<file path="src/design/bcz_pkg.sv">
`timescale 1ns / 1ps
`default_nettype none
// ----------------------------------------------------------------------------
// Cubic Bezier easing package
// Fixed-point widths, reset values, register indexes and the stage bundle
// shared by the bisection pipeline.
// ----------------------------------------------------------------------------
package bcz_pkg;

	localparam int FRAC_BITS = 16;
	localparam int QW        = FRAC_BITS + 1;    // 0..ONE
	localparam int BW        = FRAC_BITS + 2;    // Bernstein terms b1, b2
	localparam int XW        = FRAC_BITS + 5;    // x sum
	localparam int PROG_W    = 18;
	localparam int CY_W      = 18;
	localparam int DATA_W    = 18;
	localparam int EASED_W   = 19;
	localparam int PSW       = BW + CY_W + 1 - FRAC_BITS;
	localparam int SUM_W     = PSW + 2;

	localparam int BISECT_STEPS_DEF = 10;

	localparam logic [QW-1:0] ONE       = QW'(1) << FRAC_BITS;
	localparam logic [QW-1:0] CTRL1_X_RST = QW'((42 * (1 << FRAC_BITS) + 50) / 100);
	localparam logic [QW-1:0] CTRL2_X_RST = QW'((58 * (1 << FRAC_BITS) + 50) / 100);
	localparam logic signed [CY_W-1:0] CTRL1_Y_RST = '0;
	localparam logic signed [CY_W-1:0] CTRL2_Y_RST = CY_W'(1 << FRAC_BITS);

	localparam logic signed [SUM_W-1:0] EASED_MIN = -SUM_W'(131072);
	localparam logic signed [SUM_W-1:0] EASED_MAX = SUM_W'(131072);

	typedef enum logic [1:0] {
		CFG_CTRL1_X,
		CFG_CTRL1_Y,
		CFG_CTRL2_X,
		CFG_CTRL2_Y
	} cfg_reg_t;

	typedef struct packed {
		logic [QW-1:0] t;
		logic [QW-1:0] low;
		logic [QW-1:0] high;
		logic [BW-1:0] b1;
		logic [BW-1:0] b2;
		logic [QW-1:0] b3;
	} bcz_step_t;

endpackage
`default_nettype wire

</file>
<file path="src/design/bcz_yeval.sv">
`timescale 1ns / 1ps
`default_nettype none
// ----------------------------------------------------------------------------
// y evaluation
// Weights the final Bernstein terms by the control point y values, sums and
// saturates the eased value over two stages.
// ----------------------------------------------------------------------------
module bcz_yeval (
	input  wire logic               clk,
	input  wire logic               arst_n,
	input  wire logic               en,
	input  wire logic               in_valid,
	input  wire bcz_pkg::bcz_step_t in_data,
	input  wire logic signed [bcz_pkg::CY_W-1:0] ctrl1_y,
	input  wire logic signed [bcz_pkg::CY_W-1:0] ctrl2_y,
	output logic                    out_valid,
	output logic [bcz_pkg::EASED_W-1:0] out_eased
);
	import bcz_pkg::*;

	logic signed [BW+CY_W:0] p1_prod, p2_prod;

	logic                    valid_s1;
	logic signed [PSW-1:0]   p1_s1, p2_s1;
	logic [QW-1:0]           b3_s1;

	logic signed [SUM_W-1:0] y_sum;
	logic [EASED_W-1:0]      y_sat;

	always_comb begin
		p1_prod = $signed({1'b0, in_data.b1}) * ctrl1_y;
		p2_prod = $signed({1'b0, in_data.b2}) * ctrl2_y;
	end

	always_ff @(posedge clk or negedge arst_n) begin
		if (!arst_n) begin
			valid_s1 <= 1'b0;
		end else if (en) begin
			valid_s1 <= in_valid;
		end
	end

	always_ff @(posedge clk) begin
		if (en) begin
			p1_s1 <= p1_prod[BW+CY_W:FRAC_BITS];
			p2_s1 <= p2_prod[BW+CY_W:FRAC_BITS];
			b3_s1 <= in_data.b3;
		end
	end

	// sum and saturate
	always_comb begin
		y_sum = SUM_W'(p1_s1) + SUM_W'(p2_s1) + $signed(SUM_W'(b3_s1));
		if (y_sum < EASED_MIN) begin
			y_sat = EASED_MIN[EASED_W-1:0];
		end else if (y_sum > EASED_MAX) begin
			y_sat = EASED_MAX[EASED_W-1:0];
		end else begin
			y_sat = y_sum[EASED_W-1:0];
		end
	end

	always_ff @(posedge clk or negedge arst_n) begin
		if (!arst_n) begin
			out_valid <= 1'b0;
		end else if (en) begin
			out_valid <= valid_s1;
		end
	end

	always_ff @(posedge clk) begin
		if (en) begin
			out_eased <= y_sat;
		end
	end

endmodule
`default_nettype wire

</file>
<file path="config.mk">
export PLATFORM = sky130hd
export DESIGN_NAME = bcz_yeval
export DESIGN_NICKNAME = d
export VERILOG_FILES = /design/src/design/bcz_pkg.sv /design/src/design/bcz_yeval.sv
export SDC_FILE = /design/constraint.sdc
export NUM_CORES = 2
export LEC_CHECK = 0
export ABC_AREA = 1
export BUFFER_PORTS_ARGS = -buffer_cell sky130_fd_sc_hd__buf_2
export CORE_ASPECT_RATIO = 0.8
export CORE_MARGIN = 3
export CORE_UTILIZATION = 59
export CTS_CLUSTER_DIAMETER = 50
export DETAILED_ROUTE_END_ITERATION = 10
export GPL_ROUTABILITY_DRIVEN = 0
export PLACE_DENSITY = 0.77
export SLEW_MARGIN = 10
export SYNTH_ARGS = -nofsm -noshare
export SYNTH_HDL_FRONTEND = slang
export SYNTH_SLANG_ARGS = --single-unit
</file>
<file path="constraint.sdc">
create_clock -name clk -period 3.1 [get_ports clk]
set_input_delay 0.62 -clock clk [delete_from_list [all_inputs] [get_ports clk]]
set_output_delay 0.62 -clock clk [all_outputs]
set_load 0.005 [all_outputs]
</file>
=== Word-level counts from Yosys, hierarchy flattened ===
Cells that the tools add are included.

* Input bits: 144
* Word-level logic and storage cells: 15
* Flip-flop bits (word level): 80
* Output and inout bits: 20

* Add/subtract/negate cells: 2
* Multipliers: 2
* Reduce and logical (&&, ||, !) cells: 1
* Order comparisons: 2
* Mux-type cells: 1

{| class="wikitable"
|+ Operators by type and width
! operator !! count
|-
| multiplier 19 x 18 -> 37 bit || 2
|-
| adder 22 x 18 -> 23 bit || 1
|-
| greater-than comparator 23 x 19 -> 1 bit, second input constant || 1
|-
| < comparator 23 x 18 -> 1 bit, second input constant || 1
|-
| adder 21 x 21 -> 22 bit || 1
|-
| two-way mux 19 bit || 1
|-
| OR reduction 2 bit || 1
|}

=== Logic depth before layout (Yosys ltp) ===
* Depth in word-level cells: 4
* Mapped depth: 29
* Mapped depth without buffers: 27

=== Least setup slack after synthesis ===
OpenSTA, ideal clock, no wires.

* Kind: input to register
* Start point: in in_data[24] (netlist name)
* End point: reg p2_s1[18], data pin
* Setup slack: -2.802 ns
* Data required time: 2.836 ns
* Data arrival time: 5.638 ns
* Stages: 21
* Buffers on the path: 2
* Setup time: 0.264 ns
* Path through: clkbuf_1 clkbuf_1 nand2_1 fa_1 inv_1 fa_1 inv_1 fa_1 inv_1 fa_1 fa_1 inv_1 fa_1 inv_1 ha_1 nand2_1 nor4_1 nand3_1 nand3_1 a31oi_1 xor2_1

* Word-level cells in the longest chain between the ends: 1

{| class="wikitable"
|+ Ends and longest elaborated chain
! element !! RTL line !! text
|-
| start: declaration || bcz_yeval.sv:13 || <nowiki>input wire bcz_pkg::bcz_step_t in_data,</nowiki>
|-
| multiplier 19 x 18 -> 37 bit || bcz_yeval.sv:32 || <nowiki>p2_prod = $signed({1'b0, in_data.b2}) * ctrl2_y;</nowiki>
|-
| named net p2_prod[34] || bcz_yeval.sv:21 || <nowiki>logic signed [BW+CY_W:0] p1_prod, p2_prod;</nowiki>
|-
| end signal: assignment || bcz_yeval.sv:46 || <nowiki>p2_s1 <= p2_prod[BW+CY_W:FRAC_BITS];</nowiki>
|-
| end: declaration || bcz_yeval.sv:24 || <nowiki>logic signed [PSW-1:0] p1_s1, p2_s1;</nowiki>
|}

The timed path passes the listed nets, and every way through them passes these cells.
A chain may end at the register's enable or synchronous reset.

=== Final worst setup path ===
* Start point: in ctrl1_y[17] (netlist name)
* End point: reg p1_s1[15], data pin

* Word-level cells in the longest chain between the ends: 1

{| class="wikitable"
|+ Ends and longest elaborated chain
! element !! RTL line !! text
|-
| start: declaration || bcz_yeval.sv:14 || <nowiki>input wire logic signed [bcz_pkg::CY_W-1:0] ctrl1_y,</nowiki>
|-
| multiplier 19 x 18 -> 37 bit || bcz_yeval.sv:31 || <nowiki>p1_prod = $signed({1'b0, in_data.b1}) * ctrl1_y;</nowiki>
|-
| named net p1_prod[31] || bcz_yeval.sv:21 ||
|-
| end signal: assignment || bcz_yeval.sv:45 || <nowiki>p1_s1 <= p1_prod[BW+CY_W:FRAC_BITS];</nowiki>
|-
| end: declaration || bcz_yeval.sv:24 ||
|}

The timed path passes the listed nets, and every way through them passes these cells.

==> results.ini <==
[critical_path]
crit_type=in -> reg
timing.rr.start=p1_s1[2]
startpoint=ctrl1_y[17]
cp-start-kind=input port
arrival_ns=5.94
cp.required_ns=3.20
r2r_slack_ns=-0.08
reg2reg_depth=18
path_max_fanout=3
crit_path_end_kind=register

[placed_design]
placed_area_mm2=0.0308
hpwlAfterDp_mm=58.0
io_buffers=112

[drt]
avgRoutedWirePerCell_um=20.6
drc_errors=1
drt-initial-drc-count=3069
firstDrtPassIters=11
vias=25200
routed_via_density=5.70
ant_nets=0
drt-total-wl_mm=91.3

[timing]
skew_ns=0.0102
rsz0062_at_grt=yes
max_freq_mhz=171
setup_viol=59
finalCriticalPeriod_ns=5.84
setup_ws_ns=-2.74
hold_viol=0
drv_slew=0
worstMarginPinSlew_ns=0.460
finalCritPeriodShare_pct=188
relSlewSlack_pct=69.3

[status]
outcome=finished, violations left
violations=DRC, setup timing

[logic_synthesis]
synthTopCellsByArea=fa_1, inv_1, ha_1
avgSynthCellArea_um2=7.89
synth_top_area_cell=fa_1
yosys-top-cells-count=inv_1, nand2_1, fa_1, ha_1, nor2_1
synth_nets=4340
postSynthCellCount=3387
yosys.cell_count.top_type=inv_1
netlist_area_mm2=0.0267
yosysSeqAreaShare_pct=8.95
synth.distinct_cells=41
ys.flop_type=edfxtp_1
synth_seq_cells=80
ys_async_sr_fraction_pct=2.50
synth_top_area_share_pct=39.6
synth_edf_count=78
yosysWarnings=0

[floorplanning]
die_area_mm2=0.0479
io_pins=164
dieHeight_um=196
initial_utilization_pct=60.0
coreArea_mm2=0.0445
rows=69
die_w_um=244

[finish]
area_growth_pct=32.2
fillCellCount=2453
drive_gt1_share_pct=31.4
final_cell_area_mm2=0.0353
nNetsFinal=4769

[grt]
antenna_found_initial=2
grt_pass1_wl_mm=120
grt_max_degree=83
grt_usage_pct=30.9
grt_pass1_vias=24100
overflow=0

[cts]
path_clk_slew_ns=0.07
htreeDepth=3
ctsHoldBuffers=0
cts_buffers=9
cts_sinks=80
clk_latency_ns=0.35
clock-root-buffer=clkbuf_16
clk_path_buf_depth=2
cts_tree=done

[hold_path]
min_path_type=in -> async

[flow_run]
maxCapViolations=0

-- metal layers --
| layer | share of wire, % | up-vias | global-route usage [%] |
|---|---|---|---|
| li1 | - | 10600 | - |
| met5 | 0 | - | 0 |
| met3 | 12 | 607 | 4.22 |
| met4 | 6.4 | 0 | 6.51 |
| met2 | 46 | 1873 | 49.3 |
| met1 | 36 | 12200 | 45.7 |
-- area by class of cell --
class                           instances  area [µm²]  share of cell area (%)
Antenna cell                            1        2.50                 0.00708
Clock buffer                            9         225                   0.637
Clock inverter                          7        71.3                   0.202
Inverter                             1028        3870                    11.0
Multi-Input combinational cell       2137       22800                    64.5
Sequential cell                        80        2390                    6.77
Tap cell                              603         754                    2.14
Timing Repair Buffer                  560        5220                    14.8
-- cell families after synthesis --
logic type / synth area share, %
adder cells (fa/ha/maj): 52.7
AO/OA/AOI/OAI: 3.70
XOR/XNOR: 1.64
flip-flops: 8.95
buffers and inverters: 16.5
AND/OR/NAND/NOR: 16.4
-- worst max-delay path, stage by stage --
cell        delay, ns
buf_8            0.09
clkinvlp_4       0.13
buf_6            0.16
nor2_4           0.15
fa_1             0.49
fa_2             0.57
fa_1             0.44
fa_1             0.53
fa_1             0.51
inv_1            0.07
fa_1             0.50
inv_2            0.08
ha_4             0.34
buf_6            0.14
nand2_8          0.08
nor2_4           0.14
inv_2            0.08
nor3_4           0.40
nand3_1          0.18
nand2_1          0.13
xor2_1           0.08
-- metrics by stage --
| step | cells | TNS, ns | hold WS (ns) | utilization [%] | setup WS [ns] |
|---|---|---|---|---|---|
| floorplan | 3387 | -91.49 | 0.324 | - | -2.34 |
| global placement | 4304 | -109.62 | 0.406 | 69.1 | -2.65 |
| detailed placement | 4304 | -113.12 | 0.407 | 69.1 | -2.81 |
| CTS | 4358 | -86.79 | 0.0424 | 73.8 | -2.27 |
| global route | 4425 | -108.12 | 0.0482 | 79.3 | -2.79 |
| finish | 4425 | -103.84 | 0.0464 | 79.3 | -2.74 |
-- path summary, 6_finish.rpt --
path | endpoint
worst max-delay path | p1_s1[15]
worst min-delay path | out_valid
worst max register to register | out_eased[9]
worst min register to register | out_valid
max in group asynchronous | valid_s1
min in group clk | b3_s1[0]
-- registers in the layout (all words and copies together) (netlist names) --
name / count
valid_s1: 1
p2_s1: 21
out_valid: 1
out_eased: 19
p1_s1: 21
b3_s1: 17
-- repair_timing --
action	4_1_cts	5_1_grt
endpoints found under the setup margin	60	60
gates cloned	2	5
setup buffers	39	65
gates resized for setup	414	518
pin swaps	175	298
-- cells in the final DEF, fill, tap and decap left out, types with 28 or more instances in the layout --
cell      instances
inv_2           136
nand2_4          37
a21oi_2          37
nand3_1          28
nor2_1           71
fa_1            475
edfxtp_1         78
buf_12           36
ha_4             57
ha_1            216
fa_2             53
buf_6           113
nor2_4           35
nor2_2           37
a21oi_1          36
nand2_1         708
buf_2            45
buf_4           337
nand2_2          96
inv_1           888
Power is left out: the tool's default activity adds up to more than one toggle a clock period on the data nets, which glitch-free logic cannot reach.
