### config.mk
export PLATFORM = sky130hd
export DESIGN_NAME = bcz_step
export DESIGN_NICKNAME = d
export VERILOG_FILES = /design/src/design/bcz_pkg.sv /design/src/design/bcz_step.sv
export SDC_FILE = /design/constraint.sdc
export NUM_CORES = 2
export LEC_CHECK = 0
export BUFFER_PORTS_ARGS = -buffer_cell sky130_fd_sc_hd__buf_2
export CAP_MARGIN = 30
export CORE_AREA = 2 2 509 511
export CTS_CLUSTER_DIAMETER = 80
export DETAILED_ROUTE_END_ITERATION = 16
export DIE_AREA = 0 0 511 513
export SYNTH_ARGS = -nofsm -noshare
export SYNTH_HDL_FRONTEND = slang
export SYNTH_SLANG_ARGS = --single-unit
export TNS_END_PERCENT = 1
### constraint.sdc
create_clock -name clk -period 11.8 [get_ports clk]
set_input_delay 0.59 -clock clk [delete_from_list [all_inputs] [get_ports clk]]
set_output_delay 0.59 -clock clk [all_outputs]
set_load 0.02 [all_outputs]
### src/design/bcz_pkg.sv
`timescale 1ns / 1ps
`default_nettype none
// ----------------------------------------------------------------------------
// Cubic Bezier easing package
// Fixed-point widths, reset values, register indexes and the stage bundle
// shared by the bisection pipeline.
// ----------------------------------------------------------------------------
package bcz_pkg;

	localparam int FRAC_BITS = 16;
	localparam int QW        = FRAC_BITS + 1;    // 0..ONE
	localparam int BW        = FRAC_BITS + 2;    // Bernstein terms b1, b2
	localparam int XW        = FRAC_BITS + 5;    // x sum
	localparam int PROG_W    = 18;
	localparam int CY_W      = 18;
	localparam int DATA_W    = 18;
	localparam int EASED_W   = 19;
	localparam int PSW       = BW + CY_W + 1 - FRAC_BITS;
	localparam int SUM_W     = PSW + 2;

	localparam int BISECT_STEPS_DEF = 10;

	localparam logic [QW-1:0] ONE       = QW'(1) << FRAC_BITS;
	localparam logic [QW-1:0] CTRL1_X_RST = QW'((42 * (1 << FRAC_BITS) + 50) / 100);
	localparam logic [QW-1:0] CTRL2_X_RST = QW'((58 * (1 << FRAC_BITS) + 50) / 100);
	localparam logic signed [CY_W-1:0] CTRL1_Y_RST = '0;
	localparam logic signed [CY_W-1:0] CTRL2_Y_RST = CY_W'(1 << FRAC_BITS);

	localparam logic signed [SUM_W-1:0] EASED_MIN = -SUM_W'(131072);
	localparam logic signed [SUM_W-1:0] EASED_MAX = SUM_W'(131072);

	typedef enum logic [1:0] {
		CFG_CTRL1_X,
		CFG_CTRL1_Y,
		CFG_CTRL2_X,
		CFG_CTRL2_Y
	} cfg_reg_t;

	typedef struct packed {
		logic [QW-1:0] t;
		logic [QW-1:0] low;
		logic [QW-1:0] high;
		logic [BW-1:0] b1;
		logic [BW-1:0] b2;
		logic [QW-1:0] b3;
	} bcz_step_t;

endpackage
`default_nettype wire

### src/design/bcz_step.sv
`timescale 1ns / 1ps
`default_nettype none
// ----------------------------------------------------------------------------
// Bisection step
// Three-stage step: mid and squares, Bernstein terms, x compare and
// interval update.
// ----------------------------------------------------------------------------
module bcz_step (
	input  wire logic               clk,
	input  wire logic               arst_n,
	input  wire logic               en,
	input  wire logic               in_valid,
	input  wire bcz_pkg::bcz_step_t in_data,
	input  wire logic [bcz_pkg::QW-1:0] px1,
	input  wire logic [bcz_pkg::QW-1:0] px2,
	output logic                    out_valid,
	output bcz_pkg::bcz_step_t      out_data
);
	import bcz_pkg::*;

	logic [QW:0]     mid_sum;
	logic [QW-1:0]   mid_c, u_c;
	logic [2*QW-1:0] uu_prod, mm_prod;

	logic            valid_s1;
	logic [QW-1:0]   t_s1, low_s1, high_s1, mid_s1, u_s1, uu_s1, mm_s1;

	logic [QW+1:0]   tri_uu, tri_u;
	logic [2*QW+1:0] b1_prod, b2_prod;
	logic [2*QW-1:0] b3_prod;

	logic            valid_s2;
	logic [QW-1:0]   t_s2, low_s2, high_s2, mid_s2, b3_s2;
	logic [BW-1:0]   b1_s2, b2_s2;

	logic [BW+QW-1:0] x1_prod, x2_prod;
	logic [XW-1:0]    x_c;
	logic             below;

	// mid and squares
	always_comb begin
		mid_sum = {1'b0, in_data.low} + {1'b0, in_data.high};
		mid_c   = mid_sum[QW:1];
		u_c     = ONE - mid_c;
		uu_prod = u_c * u_c;
		mm_prod = mid_c * mid_c;
	end

	always_ff @(posedge clk or negedge arst_n) begin
		if (!arst_n) begin
			valid_s1 <= 1'b0;
		end else if (en) begin
			valid_s1 <= in_valid;
		end
	end

	always_ff @(posedge clk) begin
		if (en) begin
			t_s1    <= in_data.t;
			low_s1  <= in_data.low;
			high_s1 <= in_data.high;
			mid_s1  <= mid_c;
			u_s1    <= u_c;
			uu_s1   <= uu_prod[FRAC_BITS +: QW];
			mm_s1   <= mm_prod[FRAC_BITS +: QW];
		end
	end

	// Bernstein terms
	always_comb begin
		tri_uu  = (QW+2)'({uu_s1, 1'b0}) + (QW+2)'(uu_s1);
		tri_u   = (QW+2)'({u_s1, 1'b0}) + (QW+2)'(u_s1);
		b1_prod = tri_uu * mid_s1;
		b2_prod = tri_u * mm_s1;
		b3_prod = mm_s1 * mid_s1;
	end

	always_ff @(posedge clk or negedge arst_n) begin
		if (!arst_n) begin
			valid_s2 <= 1'b0;
		end else if (en) begin
			valid_s2 <= valid_s1;
		end
	end

	always_ff @(posedge clk) begin
		if (en) begin
			t_s2    <= t_s1;
			low_s2  <= low_s1;
			high_s2 <= high_s1;
			mid_s2  <= mid_s1;
			b1_s2   <= b1_prod[FRAC_BITS +: BW];
			b2_s2   <= b2_prod[FRAC_BITS +: BW];
			b3_s2   <= b3_prod[FRAC_BITS +: QW];
		end
	end

	// x compare and interval update
	always_comb begin
		x1_prod = b1_s2 * px1;
		x2_prod = b2_s2 * px2;
		x_c     = XW'(x1_prod[BW+QW-1:FRAC_BITS]) + XW'(x2_prod[BW+QW-1:FRAC_BITS])
			+ XW'(b3_s2);
		below   = x_c < XW'(t_s2);
	end

	always_ff @(posedge clk or negedge arst_n) begin
		if (!arst_n) begin
			out_valid <= 1'b0;
		end else if (en) begin
			out_valid <= valid_s2;
		end
	end

	always_ff @(posedge clk) begin
		if (en) begin
			out_data.t    <= t_s2;
			out_data.low  <= below ? mid_s2 : low_s2;
			out_data.high <= below ? high_s2 : mid_s2;
			out_data.b1   <= b1_s2;
			out_data.b2   <= b2_s2;
			out_data.b3   <= b3_s2;
		end
	end

endmodule
`default_nettype wire

# Word-level counts from Yosys, hierarchy flattened
# Index checks and enable logic that the tools add are counted.
# word_totals
register_bits	347
in_bits	142
wordCells	39
# classes
n_addsub	6
mul	7
order_cmp	1
muxes	2
# ops
operator	n
17-bit by 17-bit multiplier with 33-bit output	3
18-bit by 17-bit multiplier with 35-bit output	2
19-bit by 17-bit multiplier with 34-bit output	2
18-bit by 17-bit adder with 19-bit output	2
17-bit 2-to-1 mux	2
20-bit by 17-bit adder with 21-bit output	1
21-bit by 17-bit < comparator with 1-bit output	1
19-bit by 19-bit adder with 20-bit output	1
17-bit by 17-bit adder with 18-bit output	1
17-bit subtractor (first input constant)	1

# Logic depth before layout (Yosys ltp)
# depth
word_depth	5
depth_mapped	45
depth_no_buf	43

# Least setup slack after synthesis
# No wires, ideal clock.
# synth_timing
path_kind	input to register
startpoint	input px2[8] (netlist name)
endpoint	register out_data[53] (netlist name), data pin
setup_time_ps	260
arrival_ps	9775
t_required_ps	11540
slack_ps	1765
stages	42
path_buffers	3
path_cell_list	clkbuf_1 clkbuf_1 nand2_1 fa_1 inv_1 fa_1 inv_1 fa_1 inv_1 fa_1 fa_1 inv_1 fa_1 inv_1 ha_1 nand2_1 nand4b_1 a211oi_1 [... 6 more ...] ha_1 a21o_1 a21oi_1 o21bai_1 a21oi_1 nor2b_1 o2111ai_1 a31oi_1 a21o_1 or4b_2 nand3_1 ha_1 o21a_1 o211ai_1 and3_1 nand3_1 clkbuf_1 mux2_2
# synth_between
elab_chain_len	5
# synth_rtl
element	line	rtl
from (decl)	bcz_step.sv:15	input wire logic [bcz_pkg::QW-1:0] px2,
18-bit by 17-bit multiplier with 35-bit output	bcz_step.sv:101	x2_prod = b2_s2 * px2;
19-bit by 19-bit adder with 20-bit output	bcz_step.sv:102	x_c = XW'(x1_prod[BW+QW-1:FRAC_BITS]) + XW'(x2_prod[BW+QW-1:FRAC_BITS])
20-bit by 17-bit adder with 21-bit output	bcz_step.sv:103	+ XW'(b3_s2);
21-bit by 17-bit < comparator with 1-bit output	bcz_step.sv:104	below = x_c < XW'(t_s2);
17-bit 2-to-1 mux	bcz_step.sv:119	out_data.high <= below ? high_s2 : mid_s2;
to (decl)	bcz_step.sv:17	output bcz_pkg::bcz_step_t out_data
# Every way passes these cells.
# A chain may end at the register's enable or synchronous reset.

# Worst setup path after layout
# layout_timing
startpoint	register b1_s2[7]
endpoint	register out_data[72] (netlist name), data pin
# layout_between
elab_chain_len	5
# layout_rtl
element	line	rtl
from (decl)	bcz_step.sv:34	logic [BW-1:0] b1_s2, b2_s2;
from (signal assigned)	bcz_step.sv:92	b1_s2 <= b1_prod[FRAC_BITS +: BW];
18-bit by 17-bit multiplier with 35-bit output	bcz_step.sv:100	x1_prod = b1_s2 * px1;
19-bit by 19-bit adder with 20-bit output	bcz_step.sv:102	
20-bit by 17-bit adder with 21-bit output	bcz_step.sv:103	
21-bit by 17-bit < comparator with 1-bit output	bcz_step.sv:104	
17-bit 2-to-1 mux	bcz_step.sv:118	out_data.low <= below ? mid_s2 : low_s2;
# Every way passes these cells.

==> metrics.csv <==
stage,metric,value,unit
grt,overflow,0,
timing,layout_min_cycle_time,10.91,ns
synthesis,ys_async_sr_fraction,0.867,%
grt,grt_usage,15.1,%
cts,cts.clk_slew.worst_paths,0.06,ns
routing,antenna_left,0,
hold_path,hold_class,input port to flop,
synthesis,syn_area,76600,um2
timing,worstMarginPinSlew,1.01,ns
cells_and_area,fill_cells,26210,
timing,fin_tns_setup,0,ns
floorplan,rows,186,
worst_setup_path,max_stage_delay,0.89,ns
cts,ctsHtreeMaxLevel,2,
worst_setup_path,path_delay_family,adder cells,
routing,via_per_inst,4.64,
grt,grt_max_degree,151,
cts,clk_root_buffer_cell,clkbuf_16,
floorplan,ioPinCount,247,
synthesis,yosysSeqAreaShare,13.6,%
synthesis,synthFlopType,edfxtp_1,
worst_setup_path,arrival,11.31,ns
placed_design,globalplace.congestion,0.858,
routing,drt_first_iter_violations,3018,
cts,post-cts-setup-buffer-count,0,
synthesis,synth-edff-count,343,
cells_and_area,largest-register,out_data,
placed_design,io_buffers,193,
outcome,run_status,completed,
routing,wl,194,mm
routing,drc,0,
timing,fmax,0.0917,GHz
cts,cts_resized,0,
grt,grt_first_pass_wirelength,318,mm
timing,fin_skew,0.0482,ns
timing,whs,0.0937,ns
synthesis,syn-instance-count,8013,
synthesis,ys_warn_count,0,
synthesis,syn-num-nets,10550,
timing,hold_viol,0,
timing,final_max_slew_viol_count,0,
routing,firstDrtPassIters,5,
worst_setup_path,crit_path_end_kind,flop,
cells_and_area,reg_top3,"out_data: 104 flops, b1_s2: 18 flops, b2_s2: 18 flops",
floorplan,start_util,29.9,%
cells_and_area,largest_reg_flops,104,
placed_design,dp_hpwl,152,mm
cells_and_area,syn_to_final_growth,8.91,%
cells_and_area,multi_input_area,57300,um2
grt,grt_pass1_vias,59441,
run,maxCapViolations,0,
timing,worst_slack,0.895,ns
worst_setup_path,crit_slowest_cell,edfxtp_1,
timing,rsz0062_at_grt,false,
placed_design,dp_slack,0.886,ns
cells_and_area,drive_above_1_share,6.01,%
worst_setup_path,critPathMostFrequentCell,fa_1,
floorplan,die_height,513,um
cells_and_area,fin_nets,10621,
worst_setup_path,cp_num_buf_inv,7,
synthesis,yosysUniqueCellTypes,76,
cts,cts_buffer_depth,3,
timing,setup_viol,0,
cts,cts.sinks,346,
floorplan,die_w,511,um
cells_and_area,seq_area,10400,um2
floorplan,coreArea,256000,um2
worst_setup_path,cp_max_fo,34,
cts,cts_buffers,50,
cts,worstSkewPairLatency,0.67,ns
routing,wl_per_cell,16.8,um
timing,post-route-period-util,92.4,%
routing,num_vias,53423,
floorplan,dieArea,262000,um2
worst_setup_path,cp.required,12.21,ns
cts,cts_tree,built,
worst_setup_path,crit_type,flop to flop,
timing,slew_headroom,32.4,%
synthesis,avgSynthCellArea,9.55,um2
synthesis,synth_seq_cells,346,
worst_setup_path,start_kind,flop,
grt,antenna_found_initial,15,
[per-layer routing]
| layer | global-route usage, % | up-vias | wire length [um] |
|---|---|---|---|
| li1 | - | 23929 | - |
| met1 | 20.1 | 27523 | 84000 |
| met2 | 25.4 | 1675 | 91500 |
| met3 | 2.49 | 286 | 13400 |
| met4 | 3.70 | 10 | 4630 |
| met5 | 0 | - | 68 |
[placed cells by master, fill, tap and decap left out, types with 15 or more instances in the layout]
master / instances
a21oi_1: 125
nand2_1: 1243
nand4_1: 17
o21ai_0: 62
edfxtp_1: 343
and2_1: 508
o21a_1: 40
inv_1: 2068
a31oi_1: 18
fa_1: 1598
and3_1: 26
buf_4: 120
o21bai_1: 24
buf_2: 192
xor2_1: 56
nor2_1: 244
ha_1: 797
clkbuf_16: 50
xnor2_1: 145
a211oi_1: 15
mux2_2: 37
a21o_1: 66
nand3_1: 26
nor3_1: 41
[area by class of cell]
cell class / count / area share (%)
Multi-Input combinational cell: 5281 / 68.7
Sequential cell: 346 / 12.4
Inverter: 2086 / 9.39
Tap cell: 3384 / 5.08
Timing Repair Buffer: 319 / 2.36
Clock buffer: 54 / 1.52
Clock inverter: 38 / 0.459
Antenna cell: 10 / 0.0300
[cells by family after synthesis]
family	count (synthesis)	share of synthesized area, %
adders and majority gates	2395	54.8
buffers and inverters	2386	11.7
and+or+nand+nor	2186	13.0
AOI/OAI and AO/OA	449	3.90
DFF	346	13.6
xor gates and xnor gates	214	2.50
muxes	37	0.544
[what timing repair did]
item / in CTS / in global routing
hold buffers: 1 / 0
hold endpoints to repair: 3 / 0
endpoints found under the setup margin: 0 / 0
[worst register-to-register path, delay by kind of cell, from the launching register on]
kind,cells,cell delay (ns)
adders and majority gates,10,4.41
and+or+nand+nor,10,2.35
muxes,1,0.52
DFF,1,0.89
buffers and inverters,7,0.57
AOI/OAI and AO/OA,6,1.80
xor gates and xnor gates,1,0.15
[stage by stage]
step	utilization, %	cell area (um2)	instances
CTS	32.5	83300	11508
floorplan	-	76600	8013
finish	32.5	83400	11518
detailed placement	31.9	81700	11415
global route	32.5	83400	11512
global placement	31.9	81600	11410
[synth_stat cells (all sizes together), types with 26 or more instances]
| cell type | count | area (um2) |
|---|---|---|
| inv | 2080 | 7810 |
| fa | 1598 | 32000 |
| nand2 | 1243 | 4670 |
| ha | 797 | 9970 |
| and2 | 508 | 3180 |
| edfxtp | 343 | 10300 |
| clkbuf | 292 | 1100 |
| nor2 | 244 | 916 |
| xnor2 | 150 | 1330 |
| a21oi | 127 | 643 |
| a21o | 66 | 495 |
| o21ai | 64 | 320 |
| xor2 | 63 | 559 |
| nor3 | 43 | 220 |
| o21a | 40 | 300 |
| mux2 | 37 | 417 |
| nand3 | 28 | 145 |
| and3 | 26 | 163 |
[worst paths after layout]
path,to,from,slack (ns),cells past startpoint
max,out_data[72],b1_s2[7],0.89,35
min,t_s1[14],in_data[101],0.09,1
max reg2reg,out_data[72],b1_s2[7],0.89,35
min reg2reg,low_s2[2],low_s1[2],0.41,0
max in group asynchronous,valid_s1,arst_n,11.40,2
min in group asynchronous,out_valid,arst_n,0.29,2
Power is not shown: default switching activity piles up to over one toggle a cycle in this logic, so the estimate is an artifact.
